--- src/hdl/assert_macros.svh ---
// Assertion macros shared by the router RTL
`ifndef ASSERT_MACROS_SVH
`define ASSERT_MACROS_SVH

// same-cycle implication, checked outside reset
`define ASSERT_IMPL(lbl, ante, cons) \
  lbl: assert property (@(posedge clk_i) disable iff (!rst_ni) (ante) |-> (cons)) \
    else $error("assertion failed");

// next-cycle implication, checked outside reset
`define ASSERT_NEXT(lbl, ante, cons) \
  lbl: assert property (@(posedge clk_i) disable iff (!rst_ni) (ante) |=> (cons)) \
    else $error("assertion failed");

`endif

--- src/hdl/srt_pkg.sv ---
// Types, constants and helper functions of the statement router
`timescale 1ns / 1ps
package srt_pkg;

  localparam int unsigned CNT_OUT_W = 16;

  localparam logic [1:0] DEST_NONE   = 2'd0;
  localparam logic [1:0] DEST_INSERT = 2'd1;
  localparam logic [1:0] DEST_DELETE = 2'd2;
  localparam logic [1:0] DEST_UPDATE = 2'd3;

  localparam logic [7:0] CH_LF   = 8'h0A;
  localparam logic [7:0] CH_SEMI = 8'h3B;
  localparam logic [7:0] CH_DASH = 8'h2D;

  localparam logic [2:0] KW_LEN   = 3'd6;
  localparam logic [2:0] LEN_MAX  = 3'd7;
  localparam logic [2:0] BURST_END = 3'd7;

  typedef enum logic [2:0] {
    MODE_WORD = 3'b001,
    MODE_STMT = 3'b010,
    MODE_CMNT = 3'b100
  } mode_e;

  // one queued job: a single result, or a keyword burst of eight
  typedef struct packed {
    logic [1:0]           dest;
    logic [7:0]           data;
    logic                 burst;
    logic [CNT_OUT_W-1:0] ins_cnt;
    logic [CNT_OUT_W-1:0] del_cnt;
    logic [CNT_OUT_W-1:0] upd_cnt;
    logic [CNT_OUT_W-1:0] cmt_cnt;
  } job_t;

  function automatic logic is_space(input logic [7:0] c);
    return c inside {8'h20, [8'h09:8'h0D]};
  endfunction

  function automatic logic [7:0] to_upper(input logic [7:0] c);
    logic [7:0] r;
    r = c;
    if (c inside {[8'h61:8'h7A]}) r = c - 8'h20;
    return r;
  endfunction

  // keyword character at position pos (0..5) for a statement kind
  function automatic logic [7:0] kw_char(input logic [1:0] kind, input logic [2:0] pos);
    logic [7:0] r;
    r = 8'h00;
    case (kind)
      DEST_INSERT: begin
        case (pos)
          3'd0: r = "I";
          3'd1: r = "N";
          3'd2: r = "S";
          3'd3: r = "E";
          3'd4: r = "R";
          3'd5: r = "T";
          default: r = 8'h00;
        endcase
      end
      DEST_DELETE: begin
        case (pos)
          3'd0: r = "D";
          3'd1: r = "E";
          3'd2: r = "L";
          3'd3: r = "E";
          3'd4: r = "T";
          3'd5: r = "E";
          default: r = 8'h00;
        endcase
      end
      DEST_UPDATE: begin
        case (pos)
          3'd0: r = "U";
          3'd1: r = "P";
          3'd2: r = "D";
          3'd3: r = "A";
          3'd4: r = "T";
          3'd5: r = "E";
          default: r = 8'h00;
        endcase
      end
      default: r = 8'h00;
    endcase
    return r;
  endfunction

endpackage

--- src/hdl/srt_front.sv ---
// Front end: word scanner, keyword and comment classifier, statement counters
`timescale 1ns / 1ps
`include "assert_macros.svh"
module srt_front
  import srt_pkg::*;
#(
  parameter int unsigned COUNT_WIDTH = 16
) (
  input  logic       clk_i,
  input  logic       rst_ni,
  input  logic       accept_i,
  input  logic [7:0] byte_i,
  output logic       wr_o,
  output job_t       job_o
);

  mode_e                  mode_q, mode_d;
  logic [1:0]             kind_q, kind_d;
  logic [2:0]             len_q, len_d;
  logic                   ins_m_q, ins_m_d;
  logic                   del_m_q, del_m_d;
  logic                   upd_m_q, upd_m_d;
  logic                   dash_q, dash_d;
  logic [COUNT_WIDTH-1:0] ins_q, ins_d;
  logic [COUNT_WIDTH-1:0] del_q, del_d;
  logic [COUNT_WIDTH-1:0] upd_q, upd_d;
  logic [COUNT_WIDTH-1:0] cmt_q, cmt_d;
  logic [7:0]             up_c;
  logic [1:0]             hit;

  assign up_c = to_upper(byte_i);
  assign wr_o = accept_i;

  always_comb begin
    mode_d  = mode_q;
    kind_d  = kind_q;
    len_d   = len_q;
    ins_m_d = ins_m_q;
    del_m_d = del_m_q;
    upd_m_d = upd_m_q;
    dash_d  = dash_q;
    ins_d   = ins_q;
    del_d   = del_q;
    upd_d   = upd_q;
    cmt_d   = cmt_q;
    hit     = DEST_NONE;
    job_o   = '0;

    case (mode_q)
      MODE_STMT: begin
        if (byte_i == CH_SEMI) mode_d = MODE_WORD;
        job_o.dest = kind_q;
        job_o.data = byte_i;
      end
      MODE_CMNT: begin
        if (byte_i == CH_LF) mode_d = MODE_WORD;
      end
      default: begin
        if (!is_space(byte_i)) begin
          if (len_q < KW_LEN) begin
            ins_m_d = ins_m_q & (up_c == kw_char(DEST_INSERT, len_q));
            del_m_d = del_m_q & (up_c == kw_char(DEST_DELETE, len_q));
            upd_m_d = upd_m_q & (up_c == kw_char(DEST_UPDATE, len_q));
          end else begin
            ins_m_d = 1'b0;
            del_m_d = 1'b0;
            upd_m_d = 1'b0;
          end
          if (len_q < 3'd2) dash_d = dash_q & (byte_i == CH_DASH);
          if (len_q != LEN_MAX) len_d = len_q + 3'd1;
        end else if (len_q != 3'd0) begin
          if (len_q == KW_LEN) begin
            if (ins_m_q)      hit = DEST_INSERT;
            else if (del_m_q) hit = DEST_DELETE;
            else if (upd_m_q) hit = DEST_UPDATE;
          end
          if (hit != DEST_NONE) begin
            case (hit)
              DEST_INSERT: ins_d = (ins_q == '1) ? ins_q : ins_q + 1'b1;
              DEST_DELETE: del_d = (del_q == '1) ? del_q : del_q + 1'b1;
              default:     upd_d = (upd_q == '1) ? upd_q : upd_q + 1'b1;
            endcase
            kind_d      = hit;
            mode_d      = MODE_STMT;
            job_o.dest  = hit;
            job_o.data  = byte_i;
            job_o.burst = 1'b1;
          end else if (len_q >= 3'd2 && dash_q) begin
            cmt_d = (cmt_q == '1) ? cmt_q : cmt_q + 1'b1;
            if (byte_i != CH_LF) mode_d = MODE_CMNT;
          end
          // any word end clears the word tracking
          len_d   = 3'd0;
          ins_m_d = 1'b1;
          del_m_d = 1'b1;
          upd_m_d = 1'b1;
          dash_d  = 1'b1;
        end
      end
    endcase

    job_o.ins_cnt = CNT_OUT_W'(ins_d);
    job_o.del_cnt = CNT_OUT_W'(del_d);
    job_o.upd_cnt = CNT_OUT_W'(upd_d);
    job_o.cmt_cnt = CNT_OUT_W'(cmt_d);
  end

  always_ff @(posedge clk_i or negedge rst_ni) begin
    if (!rst_ni) begin
      mode_q  <= MODE_WORD;
      kind_q  <= DEST_NONE;
      len_q   <= 3'd0;
      ins_m_q <= 1'b1;
      del_m_q <= 1'b1;
      upd_m_q <= 1'b1;
      dash_q  <= 1'b1;
      ins_q   <= '0;
      del_q   <= '0;
      upd_q   <= '0;
      cmt_q   <= '0;
    end else if (accept_i) begin
      mode_q  <= mode_d;
      kind_q  <= kind_d;
      len_q   <= len_d;
      ins_m_q <= ins_m_d;
      del_m_q <= del_m_d;
      upd_m_q <= upd_m_d;
      dash_q  <= dash_d;
      ins_q   <= ins_d;
      del_q   <= del_d;
      upd_q   <= upd_d;
      cmt_q   <= cmt_d;
    end
  end

  `ASSERT_IMPL(a_stmt_kind, mode_q == MODE_STMT, kind_q != DEST_NONE)
  `ASSERT_IMPL(a_word_len, mode_q != MODE_WORD, len_q == 3'd0)
  `ASSERT_IMPL(a_burst_dest, wr_o && job_o.burst, job_o.dest != DEST_NONE)

endmodule

--- src/hdl/srt_fifo.sv ---
// Short job queue between the classifier and the result expander
`timescale 1ns / 1ps
`include "assert_macros.svh"
module srt_fifo
  import srt_pkg::*;
#(
  parameter int unsigned DEPTH = 4
) (
  input  logic clk_i,
  input  logic rst_ni,
  input  logic wr_i,
  input  job_t wr_job_i,
  output logic full_o,
  input  logic rd_i,
  output logic empty_o,
  output job_t rd_job_o
);

  localparam int unsigned PTR_W = (DEPTH > 1) ? $clog2(DEPTH) : 1;
  localparam int unsigned CNT_W = $clog2(DEPTH + 1);
  localparam logic [PTR_W-1:0] PTR_LAST = PTR_W'(DEPTH - 1);
  localparam logic [CNT_W-1:0] CNT_FULL = CNT_W'(DEPTH);

  job_t             mem_q [DEPTH];
  logic [PTR_W-1:0] wr_ptr_q, rd_ptr_q;
  logic [CNT_W-1:0] cnt_q;
  logic             do_wr, do_rd;

  assign full_o   = (cnt_q == CNT_FULL);
  assign empty_o  = (cnt_q == '0);
  assign do_wr    = wr_i && !full_o;
  assign do_rd    = rd_i && !empty_o;
  assign rd_job_o = mem_q[rd_ptr_q];

  always_ff @(posedge clk_i) begin
    if (do_wr) mem_q[wr_ptr_q] <= wr_job_i;
  end

  always_ff @(posedge clk_i or negedge rst_ni) begin
    if (!rst_ni) begin
      wr_ptr_q <= '0;
      rd_ptr_q <= '0;
      cnt_q    <= '0;
    end else begin
      if (do_wr) wr_ptr_q <= (wr_ptr_q == PTR_LAST) ? '0 : wr_ptr_q + 1'b1;
      if (do_rd) rd_ptr_q <= (rd_ptr_q == PTR_LAST) ? '0 : rd_ptr_q + 1'b1;
      if (do_wr && !do_rd)      cnt_q <= cnt_q + 1'b1;
      else if (do_rd && !do_wr) cnt_q <= cnt_q - 1'b1;
    end
  end

  `ASSERT_IMPL(a_cnt_range, 1'b1, cnt_q <= CNT_FULL)
  `ASSERT_NEXT(a_fill, do_wr && !do_rd, !empty_o)

endmodule

--- src/hdl/srt_back.sv ---
// Back end: expands queued jobs into result items behind an output register
`timescale 1ns / 1ps
`include "assert_macros.svh"
module srt_back
  import srt_pkg::*;
(
  input  logic                 clk_i,
  input  logic                 rst_ni,
  input  logic                 q_empty_i,
  input  job_t                 q_job_i,
  output logic                 q_rd_o,
  output logic                 empty_o,
  input  logic                 pop_i,
  output logic [1:0]           dest_o,
  output logic [7:0]           data_o,
  output logic                 last_o,
  output logic [CNT_OUT_W-1:0] insert_count_o,
  output logic [CNT_OUT_W-1:0] delete_count_o,
  output logic [CNT_OUT_W-1:0] update_count_o,
  output logic [CNT_OUT_W-1:0] comment_count_o
);

  job_t       job_q;
  logic       vld_q;
  logic [2:0] idx_q;
  logic       take;

  assign empty_o = !vld_q;
  assign last_o  = !job_q.burst || (idx_q == BURST_END);
  assign take    = !vld_q || (pop_i && last_o);
  assign q_rd_o  = take && !q_empty_i;

  assign dest_o          = job_q.dest;
  assign insert_count_o  = job_q.ins_cnt;
  assign delete_count_o  = job_q.del_cnt;
  assign update_count_o  = job_q.upd_cnt;
  assign comment_count_o = job_q.cmt_cnt;

  // burst: newline, six keyword letters, then the delimiter
  always_comb begin
    data_o = job_q.data;
    if (job_q.burst) begin
      if (idx_q == 3'd0)           data_o = CH_LF;
      else if (idx_q != BURST_END) data_o = kw_char(job_q.dest, idx_q - 3'd1);
    end
  end

  always_ff @(posedge clk_i) begin
    if (q_rd_o) job_q <= q_job_i;
  end

  always_ff @(posedge clk_i or negedge rst_ni) begin
    if (!rst_ni) begin
      vld_q <= 1'b0;
      idx_q <= 3'd0;
    end else if (q_rd_o) begin
      vld_q <= 1'b1;
      idx_q <= 3'd0;
    end else if (vld_q && pop_i) begin
      if (last_o) begin
        vld_q <= 1'b0;
        idx_q <= 3'd0;
      end else begin
        idx_q <= idx_q + 3'd1;
      end
    end
  end

  `ASSERT_IMPL(a_idx_burst, idx_q != 3'd0, vld_q && job_q.burst)
  `ASSERT_NEXT(a_drain, vld_q && pop_i && last_o && q_empty_i, !vld_q)
  `ASSERT_NEXT(a_step, vld_q && pop_i && !last_o, vld_q && idx_q == $past(idx_q) + 3'd1)

endmodule

--- src/hdl/sql_statement_router.sv ---
// Top level of the statement router: classifier, job queue and result expander
`timescale 1ns / 1ps
// Takes one text byte per cycle while full is low and gives one result per byte, or eight
// for a byte that ends an INSERT, DELETE or UPDATE word (newline, keyword, delimiter).
// The classifier handles a byte in the cycle it is accepted and queues it; the result side
// loads it into its output register once that register is free, and single-result items flow at
// one per cycle while pop stays high. A keyword burst holds the output until its eight results
// are popped. The job queue (FIFO_DEPTH entries) lets bytes keep arriving during a burst until
// it fills. Counters are COUNT_WIDTH bits, saturating; the count ports show their low 16 bits.
module sql_statement_router
  import srt_pkg::*;
#(
  parameter int unsigned COUNT_WIDTH = 16,
  parameter int unsigned FIFO_DEPTH  = 4
) (
  input  logic                 clk_i,
  input  logic                 rst_ni,
  input  logic                 push,
  output logic                 full,
  input  logic [7:0]           text_byte_i,
  output logic                 empty,
  input  logic                 pop,
  output logic [1:0]           dest_o,
  output logic [7:0]           data_o,
  output logic                 last_o,
  output logic [CNT_OUT_W-1:0] insert_count_o,
  output logic [CNT_OUT_W-1:0] delete_count_o,
  output logic [CNT_OUT_W-1:0] update_count_o,
  output logic [CNT_OUT_W-1:0] comment_count_o
);

  logic accept;
  logic q_wr, q_rd, q_empty;
  job_t wr_job, rd_job;

  assign accept = push && !full;

  srt_front #(
    .COUNT_WIDTH (COUNT_WIDTH)
  ) u_front (
    .clk_i    (clk_i),
    .rst_ni   (rst_ni),
    .accept_i (accept),
    .byte_i   (text_byte_i),
    .wr_o     (q_wr),
    .job_o    (wr_job)
  );

  srt_fifo #(
    .DEPTH (FIFO_DEPTH)
  ) u_fifo (
    .clk_i    (clk_i),
    .rst_ni   (rst_ni),
    .wr_i     (q_wr),
    .wr_job_i (wr_job),
    .full_o   (full),
    .rd_i     (q_rd),
    .empty_o  (q_empty),
    .rd_job_o (rd_job)
  );

  srt_back u_back (
    .clk_i           (clk_i),
    .rst_ni          (rst_ni),
    .q_empty_i       (q_empty),
    .q_job_i         (rd_job),
    .q_rd_o          (q_rd),
    .empty_o         (empty),
    .pop_i           (pop),
    .dest_o          (dest_o),
    .data_o          (data_o),
    .last_o          (last_o),
    .insert_count_o  (insert_count_o),
    .delete_count_o  (delete_count_o),
    .update_count_o  (update_count_o),
    .comment_count_o (comment_count_o)
  );

endmodule

--- config.mk ---
export PLATFORM = sky130hd
export DESIGN_NAME = sql_statement_router
export DESIGN_NICKNAME = d
export VERILOG_FILES = /design/src/hdl/srt_pkg.sv /design/src/hdl/srt_front.sv /design/src/hdl/srt_fifo.sv /design/src/hdl/srt_back.sv /design/src/hdl/sql_statement_router.sv
export VERILOG_INCLUDE_DIRS = /design/src /design/src/hdl
export SDC_FILE = /design/constraint.sdc
export NUM_CORES = 1
export LEC_CHECK = 0
export BUFFER_PORTS_ARGS = -buffer_cell sky130_fd_sc_hd__buf_2
export CAP_MARGIN = 25
export CORE_MARGIN = 8
export CORE_UTILIZATION = 62
export CTS_CLUSTER_SIZE = 16
export DETAILED_ROUTE_END_ITERATION = 8
export PLACE_DENSITY = 0.82
export SETUP_SLACK_MARGIN = 0.1
export SKIP_LAST_GASP = 1
export SYNTH_ARGS = -nofsm -noshare
export SYNTH_HDL_FRONTEND = slang
export SYNTH_SLANG_ARGS = --single-unit
--- constraint.sdc ---
create_clock -name clk_i -period 8.08 [get_ports clk_i]
set_input_delay 0.404 -clock clk_i [delete_from_list [all_inputs] [get_ports clk_i]]
set_output_delay 0.404 -clock clk_i [all_outputs]
set_load 0.05 [all_outputs]
Word level (Yosys, flattened, before mapping):

Memory sizes are Yosys's and may differ from the RTL's. A register that Yosys moved wholly into a read port is not among the register bits.
Index checks and enable logic that the tools add are counted.

* bits of input ports: 12
* register bits after elaboration: 87
* output and inout bits: 77
* memory bits (writable): 300
* memories: 1

Memories
* u_fifo.mem_q: words 4, width 75, read ports 1, clocked after memory_dff 1, write ports 1, RTL line srt_fifo.sv:24 `job_t mem_q [DEPTH];`

* bitwise gates (word level): 5
* magnitude comparators: 7
* $add $sub $neg: 12
* muxes and demuxes: 88
* equal/unequal tests: 39
* reductions and logical operators: 45

Operators by type and width (count)
* 2-to-1 mux 16 bit: 24
* case mux 7 bit (6 select lines): 4
* 2-to-1 mux 8 bit: 13
* adder 16 x 1 -> 16 bit, second input constant: 4
* == test 16 bit, second input constant: 4
* case mux 7 bit (4 select lines): 2
* 2-to-1 mux 3 bit: 15
* 2-to-1 mux 11 bit: 3
* == test 3 bit, second input constant: 8
* == test 8 x 6 -> 1 bit, second input constant: 3
* == test 8 bit: 3
* case mux 8 bit (3 select lines): 1
* case mux 10 bit (2 select lines): 1
* 2-to-1 mux 2 bit: 9
* == test 3 x 2 -> 1 bit, second input constant: 5
* 2-to-1 mux 1 bit: 15
* nonzero test 2 bit: 7
* zero test 3 bit: 4
* logical AND 1 bit: 11
* == test 2 bit, second input constant: 5
* adder 3 x 1 -> 3 bit, second input constant: 3
* nonzero test 3 bit: 3
* == test 8 x 4 -> 1 bit, second input constant: 1
* >= comparator 8 x 4 -> 1 bit, second input constant: 1
* other kinds (28): 47

Logic depth before layout (Yosys ltp):

* depth in word-level cells: 14
* depth in mapped cells: 13
* gate-level depth less buffers: 13

Modules after synthesis:

A second synthesis with hierarchy kept.

* cell total of the unflattened synthesis: 1346
* area total of the unflattened synthesis: 20726.1 sq um

By module, submodules not included
* srt_fifo: times used 1, cells an instance 429, area an instance 11289.6 sq um
* srt_front: times used 1, cells an instance 685, area an instance 6032.0 sq um
* srt_back: times used 1, cells an instance 231, area an instance 3390.8 sq um
* sql_statement_router: times used 1, cells an instance 1, area an instance 13.8 sq um

Worst setup path before layout:

Ideal clock, no wire load.

* kind: register -> register
* from: reg u_back.idx_q[1]
* to: reg u_fifo.cnt_q[1]
* slack: 1.508 ns
* data arrival time: 6.447 ns
* required time: 7.955 ns
* clock period less this slack: 6.572 ns
* cell stages (with the launch flop): 12
* setup time: 0.125 ns
* path buffers: 0
* cell sequence: dfrtp_1 ha_1 ha_1 nor2b_1 inv_1 nand2_1 a21oi_1 inv_1 ha_1 inv_1 fa_1 mux2_2

* word-level cells in the longest chain between the ends: 9
* elaborated cells between the ends (all ways): 11
* those cells by class: eq/ne: 1; mux: 1; reduce/logical: 9

Ends and longest elaborated chain
* from (decl): RTL line srt_back.sv:25 `logic [2:0] idx_q;`
* from (signal assigned): RTL line srt_back.sv:64 `idx_q <= idx_q + 3'd1;`
* == test 3 bit *: RTL line srt_back.sv:29 `assign last_o = !job_q.burst || (idx_q == BURST_END);`
* logical OR 1 bit *: RTL line srt_back.sv:29
* via last_o: RTL line sql_statement_router.sv:25 `output logic last_o,`
* logical AND 1 bit *: RTL line srt_back.sv:30 `assign take = !vld_q || (pop_i && last_o);`
* logical OR 1 bit *: RTL line srt_back.sv:30
* logical AND 1 bit *: RTL line srt_back.sv:31 `assign q_rd_o = take && !q_empty_i;`
* via q_rd: RTL line sql_statement_router.sv:33 `logic q_wr, q_rd, q_empty;`
* logical AND 1 bit *: RTL line srt_fifo.sv:32 `assign do_rd = rd_i && !empty_o;`
* zero test 1 bit: RTL line srt_fifo.sv:47 `if (do_wr && !do_rd) cnt_q <= cnt_q + 1'b1;`
* logical AND 1 bit: RTL line srt_fifo.sv:47
* 2-to-1 mux 3 bit or nonzero test 2 bit (tied branches)
* to (signal assigned): RTL line srt_fifo.sv:47
* to (signal assigned): RTL line srt_fifo.sv:48 `else if (do_rd && !do_wr) cnt_q <= cnt_q - 1'b1;`
* to (decl): RTL line srt_fifo.sv:26 `logic [CNT_W-1:0] cnt_q;`

The timed path passes the listed nets; every way through them passes the cells marked *.
A chain may end at the register's enable or synchronous reset.

Worst setup path in the final report:

* from: reg u_front.len_q[2]
* to: reg u_front.upd_q[4]

* word-level cells in the longest chain between the ends: 12
* elaborated cells between the ends (all ways): 15
* those cells by class: eq/ne: 3; mux: 9; reduce/logical: 3

Ends and longest elaborated chain
* from (decl): RTL line srt_front.sv:19 `logic [2:0] len_q, len_d;`
* from (signal assigned): RTL line srt_front.sv:124 `len_q <= len_d;`
* == test 3 bit: RTL line srt_front.sv:72 `if (len_q == KW_LEN) begin`
* 2-to-1 mux 2 bit: RTL line srt_front.sv:72
* 2-to-1 mux 2 bit: RTL line srt_front.sv:71 `end else if (len_q != 3'd0) begin`
* 2-to-1 mux 2 bit: RTL line srt_front.sv:59 `if (!is_space(byte_i)) begin`
* 2-to-1 mux 2 bit: RTL line srt_front.sv:49 `case (mode_q)`
* == test 2 x 1 -> 1 bit or == test 2 bit (tied branches): RTL line srt_front.sv:78 `case (hit)`
* OR reduction 2 bit (no source line)
* 2-to-1 mux 16 bit: RTL line srt_front.sv:78
* 2-to-1 mux 16 bit: RTL line srt_front.sv:77 `if (hit != DEST_NONE) begin`
* 2-to-1 mux 16 bit *: RTL line srt_front.sv:71
* 2-to-1 mux 16 bit *: RTL line srt_front.sv:59
* 2-to-1 mux 16 bit *: RTL line srt_front.sv:49
* to (signal assigned): RTL line srt_front.sv:131 `upd_q <= upd_d;`
* to (decl): RTL line srt_front.sv:26 `logic [COUNT_WIDTH-1:0] upd_q, upd_d;`

Every way passes the cells marked *; elsewhere a longest branch is shown, timed or not. The select of a mux whose other input is x is not followed.

==> out/summary.md <==
The run finished with clean final reports. Traced cell by cell, the critical path runs through nand2_1 > nor4_1 > inv_1 > ha_1 > or3_1 > a211oi_2 > nand2_1 > nor2_1 > xor2_1. The tree built by TritonCTS fans out to 462 sinks.

The fraction of the cycle the final worst path needs was 0.4579. The critical path is of the register to register type. The maximum resistive drop on vdd came out at 212.2 µV. The synthesized design contains 462 register bits. Based on the critical path, the design can be clocked at up to 270.3 MHz. The worst relative slew slack came out at 0.3197. The buffering stage count on the worst path with inverters included was 1. The met2 usage in global routing was 0.3365; the global-route track usage on met3 was 0.03292.

TritonCTS built the clock tree. The final layout contains 1372 nets. The tool flagged a number of max-cap violations equal to 0. The worst-margin pin slew is 1.015 ns. Dominant cell type by count on the critical path: sky130_fd_sc_hd__nand2_1. In this run the deepest clock path goes through 3 buffers. The internal portion of the total power is 5.144 mW. The count of buffers added on input and output ports is 88. The worst hold path cell count came out at 4.

The tools report the count of hold-fix buffers inserted at cts as 1. The number of flip-flops in the largest register came out at 300. The TritonCTS buffer count was 44; the path depth of the worst reg2reg path was 9. The most used routing layer in global routing is met2.

The area of the placeable core is 0.03229 mm². The number of warnings printed during yosys synthesis was 0. The share of async-settable or async-resettable flops after synthesis is 0.1883. The arrival time of data at the critical path endpoint is 4.15 ns, and the sequential share of power is 0.456. For this design the static power due to leakage is 7.814 nW. The number of nets produced by synthesis was 1340. The fraction of post-synthesis cell area in the top cell type by area is 0.5582, and the register-to-register path setup slack is 4.38 ns. The run gives 2 as the initial antenna violation count.

Post-route antenna net violation count: 0. In the final routed layout, each cell accounts on average for 21.09 µm. Detailed routing inserted a total of 10940 vias.

For the number of cell rows, the log shows 66. Setup repair after global routing left no endpoint under its margin. The number of global-route vias before repair is 10920, and the half-perimeter wire length after placement is 23430 µm.

The combinational power share came out at 0.282. 89 I/O pins were placed. The run gives 0.02204 mm² as the final design instance area without fill. Following the worst setup path forward leads to its endpoint at u_front.upd_q[4]$_DFFE_PN0P_. The type of the worst min-delay path is input port to register. Among all flip-flop cells after synthesis, the most frequent one is sky130_fd_sc_hd__edfxtp_1. In the routed layout, each cell is associated on average with a via count of 6.044. For this run, design rule violations remaining after detail routing come to 0.

The die covers 0.03857 mm². The iteration count of the initial detailed-routing pass came out at 5. The first global-routing pass estimated 60780 µm of wire. The post-route minimum period was 3.700 ns; the required time of the critical path was 8.53 ns. The total detailed-routing wirelength is 38180 µm, and the initial standard-cell utilization of the core is 0.6248. The cell family contributing the most delay on the critical path is simple AND/OR/NAND/NOR gates. The register containing the most flip-flops in the final layout was u_fifo.mem_q. The met1 layer usage reported by global route was 0.2660; the largest stage delay on the critical path was 0.69 ns. The tools report the synthesized cell area as 0.02017 mm². Launching instance or port of the critical path: u_front.len_q[2]$_DFFE_PN0P_. The tools report the category of the worst setup path launch point as a register. Counting buffers and inverters, the worst setup path is 9 cells deep.

The global-route usage over all layers is 0.1988. Adding up every negative setup slack in the final design gives 0 ns. By area the synthesized netlist is led by sky130_fd_sc_hd__edfxtp_1, sky130_fd_sc_hd__dfrtp_1, sky130_fd_sc_hd__mux4_2. Compared with the post-synthesis result, the final layout area differs by 9.266%. The tools report the DRC marker count from the first detailed-route iteration as 821. Synthesis produced 1300 cells. The pin count of the biggest net entering global routing came out at 79.

The clock share of power is 0.263, and the total cell area at the placement stage is 0.02059 mm². Maximum fanout along the worst path: 20. Cell at the root of the clock tree: sky130_fd_sc_hd__clkbuf_16. The slowest stage of the critical path belongs to the cell sky130_fd_sc_hd__dfrtp_1. Switching part of the total: 0.3255. The floorplan die width was 196.4 µm; the average cell area after synthesis was 15.52 µm². Between clock sinks in the finished design, the worst skew comes to 0.01149 ns.

The most frequent cell after synthesis was sky130_fd_sc_hd__edfxtp_1. Switching power total: 2.482 mW. The number of gates resized after CTS was 0.

The floorplan die height came out at 196.4 µm. The startpoint of the lowest-slack register-to-register path was u_front.len_q[2]$_DFFE_PN0P_. STA classifies the critical path endpoint as a register. The logs give 0 for the post-CTS setup-driven buffer insertion count and 0 for the final hold violation count.

The post-synthesis cell type count is 71, and the number of flops mapped to enable cells by yosys is 375. The tools report the clock latency reported for the late side of the worst-skew pair as 0.54 ns. The run gives 0.8987 as the final weighted congestion of routability-driven global placement. The share of post-route cells with drive strength above 1 is 0.2306. The sequential share of the synthesized area came out at 0.6664. sky130_fd_sc_hd__edfxtp_1 takes more of the synthesized area than any other cell. The total overflow left after global routing is 0.

The number of slew-limit violations in the final report was 0. Counting instances in the post-synthesis netlist gives the leading cell types as sky130_fd_sc_hd__edfxtp_1, sky130_fd_sc_hd__dfrtp_1, sky130_fd_sc_hd__nand2_1. Clock-pin slew was measured on the worst setup and hold paths at 0.06 ns. Dividing total power by cell area gives a power density of 346.0 mW/mm². Deepest level of the CTS H-tree: 2. Setup violations remaining at the end of the flow were counted as 0. In this run the critical register-to-register path is captured at u_front.upd_q[4]$_DFFE_PN0P_.
-- routing by layer --
metal / vias up / share of wire
met1: 5604 / 0.42
met4: 0 / 0.017
met3: 53 / 0.057
li1: 4937 / -
met2: 346 / 0.51
met5: - / 0
-- layout make-up --
class | count | area, µm²
Multi-Input combinational cell | 694 | 5951
Clock inverter | 22 | 207.7
Fill cell | 2080 | 10250
Clock buffer | 58 | 1205
Tap cell | 442 | 553.0
Sequential cell | 462 | 13450
Antenna cell | 2 | 5.005
Inverter | 27 | 101.3
Timing Repair Buffer | 103 | 570.5
-- placed cells by master (no fill, tap or decap), types with 8 or more instances in the layout --
| master | Yosys | final |
|---|---|---|
| sky130_fd_sc_hd__o21ai_0 | 33 | 33 |
| sky130_fd_sc_hd__dfrtp_1 | 82 | 80 |
| sky130_fd_sc_hd__clkbuf_16 | 0 | 45 |
| sky130_fd_sc_hd__a21oi_1 | 25 | 24 |
| sky130_fd_sc_hd__xnor2_1 | 69 | 69 |
| sky130_fd_sc_hd__and3_1 | 24 | 20 |
| sky130_fd_sc_hd__mux4_2 | 75 | 75 |
| sky130_fd_sc_hd__ha_1 | 27 | 27 |
| sky130_fd_sc_hd__nor3_1 | 18 | 18 |
| sky130_fd_sc_hd__inv_1 | 27 | 27 |
| sky130_fd_sc_hd__nor3_2 | 12 | 12 |
| sky130_fd_sc_hd__clkinv_2 | 0 | 9 |
| sky130_fd_sc_hd__nand3_1 | 51 | 51 |
| sky130_fd_sc_hd__a31oi_1 | 8 | 8 |
| sky130_fd_sc_hd__nor4_1 | 10 | 10 |
| sky130_fd_sc_hd__buf_2 | 5 | 87 |
| sky130_fd_sc_hd__nand4_1 | 29 | 29 |
| sky130_fd_sc_hd__buf_4 | 66 | 14 |
| sky130_fd_sc_hd__edfxtp_1 | 375 | 375 |
| sky130_fd_sc_hd__xor2_1 | 34 | 34 |
| sky130_fd_sc_hd__clkbuf_1 | 35 | 10 |
| sky130_fd_sc_hd__or3_1 | 10 | 10 |
| sky130_fd_sc_hd__and2_1 | 8 | 8 |
| sky130_fd_sc_hd__nor2_1 | 62 | 62 |
| sky130_fd_sc_hd__nand2_1 | 78 | 78 |
| sky130_fd_sc_hd__nor2b_1 | 12 | 12 |
| sky130_fd_sc_hd__mux2_2 | 33 | 33 |
-- cell families (layout without fill, tap and decap cells) --
| kind of cell | count (synthesis) | after routing | synth area share |
|---|---|---|---|
| and+or+nand+nor | 345 | 345 | 0.09130 |
| AOI/OAI and AO/OA | 108 | 108 | 0.03628 |
| DFF | 462 | 462 | 0.6664 |
| adders and majority gates | 28 | 28 | 0.01774 |
| xor gates and xnor gates | 103 | 103 | 0.04472 |
| other | 0 | 2 | 0 |
| muxes | 110 | 110 | 0.1034 |
| buffers and inverters | 144 | 210 | 0.04013 |
-- worst reg2reg max path: stages, from the launching register on --
cell	delay, ns
sky130_fd_sc_hd__dfrtp_1	0.69
sky130_fd_sc_hd__nand2_1	0.25
sky130_fd_sc_hd__nor4_1	0.47
sky130_fd_sc_hd__inv_1	0.14
sky130_fd_sc_hd__ha_1	0.33
sky130_fd_sc_hd__or3_1	0.48
sky130_fd_sc_hd__a211oi_2	0.68
sky130_fd_sc_hd__nand2_1	0.22
sky130_fd_sc_hd__nor2_1	0.18
sky130_fd_sc_hd__xor2_1	0.17
-- worst min path at each step --
stage	from	end	slack (ns)
6_report	pop	u_back.vld_q$_DFFE_PN0P_	0.23
5_1_grt	pop	u_back.vld_q$_DFFE_PN0P_	0.23
4_1_cts	pop	u_back.vld_q$_DFFE_PN0P_	0.22
3_5_place_dp	rst_ni	u_front.upd_q[9]$_DFFE_PN0P_	0.33
3_3_place_gp	rst_ni	u_front.upd_q[9]$_DFFE_PN0P_	0.33
2_1_floorplan	rst_ni	u_back.idx_q[0]$_DFFE_PN0P_	0.11
-- power by group through the flow --
stage | combinational, mW | clock [mW] | sequential (mW)
5_1_grt | 2.30 | 2.13 | 3.53
3_3_place_gp | 2.12 | 0 | 3.49
6_report | 2.15 | 2.00 | 3.47
4_1_cts | 2.18 | 2.04 | 3.48
2_1_floorplan | 1.87 | 0 | 3.40
3_5_place_dp | 2.17 | 0 | 3.52
-- per-stage QoR --
stage | hold WS, ns | instances | utilization | worst slack, ns | total power [mW]
floorplan | 0.1084 | 1300 | - | 1.508 | 5.271
global placement | 0.3274 | 1726 | 0.6378 | 4.589 | 5.612
detailed placement | 0.3306 | 1726 | 0.6378 | 4.464 | 5.690
CTS | 0.2156 | 1807 | 0.6819 | 4.397 | 7.705
global route | 0.2289 | 1810 | 0.6827 | 4.043 | 7.960
finish | 0.2331 | 1810 | 0.6827 | 4.380 | 7.626
No activity file was read; power rests on OpenSTA's default activity.
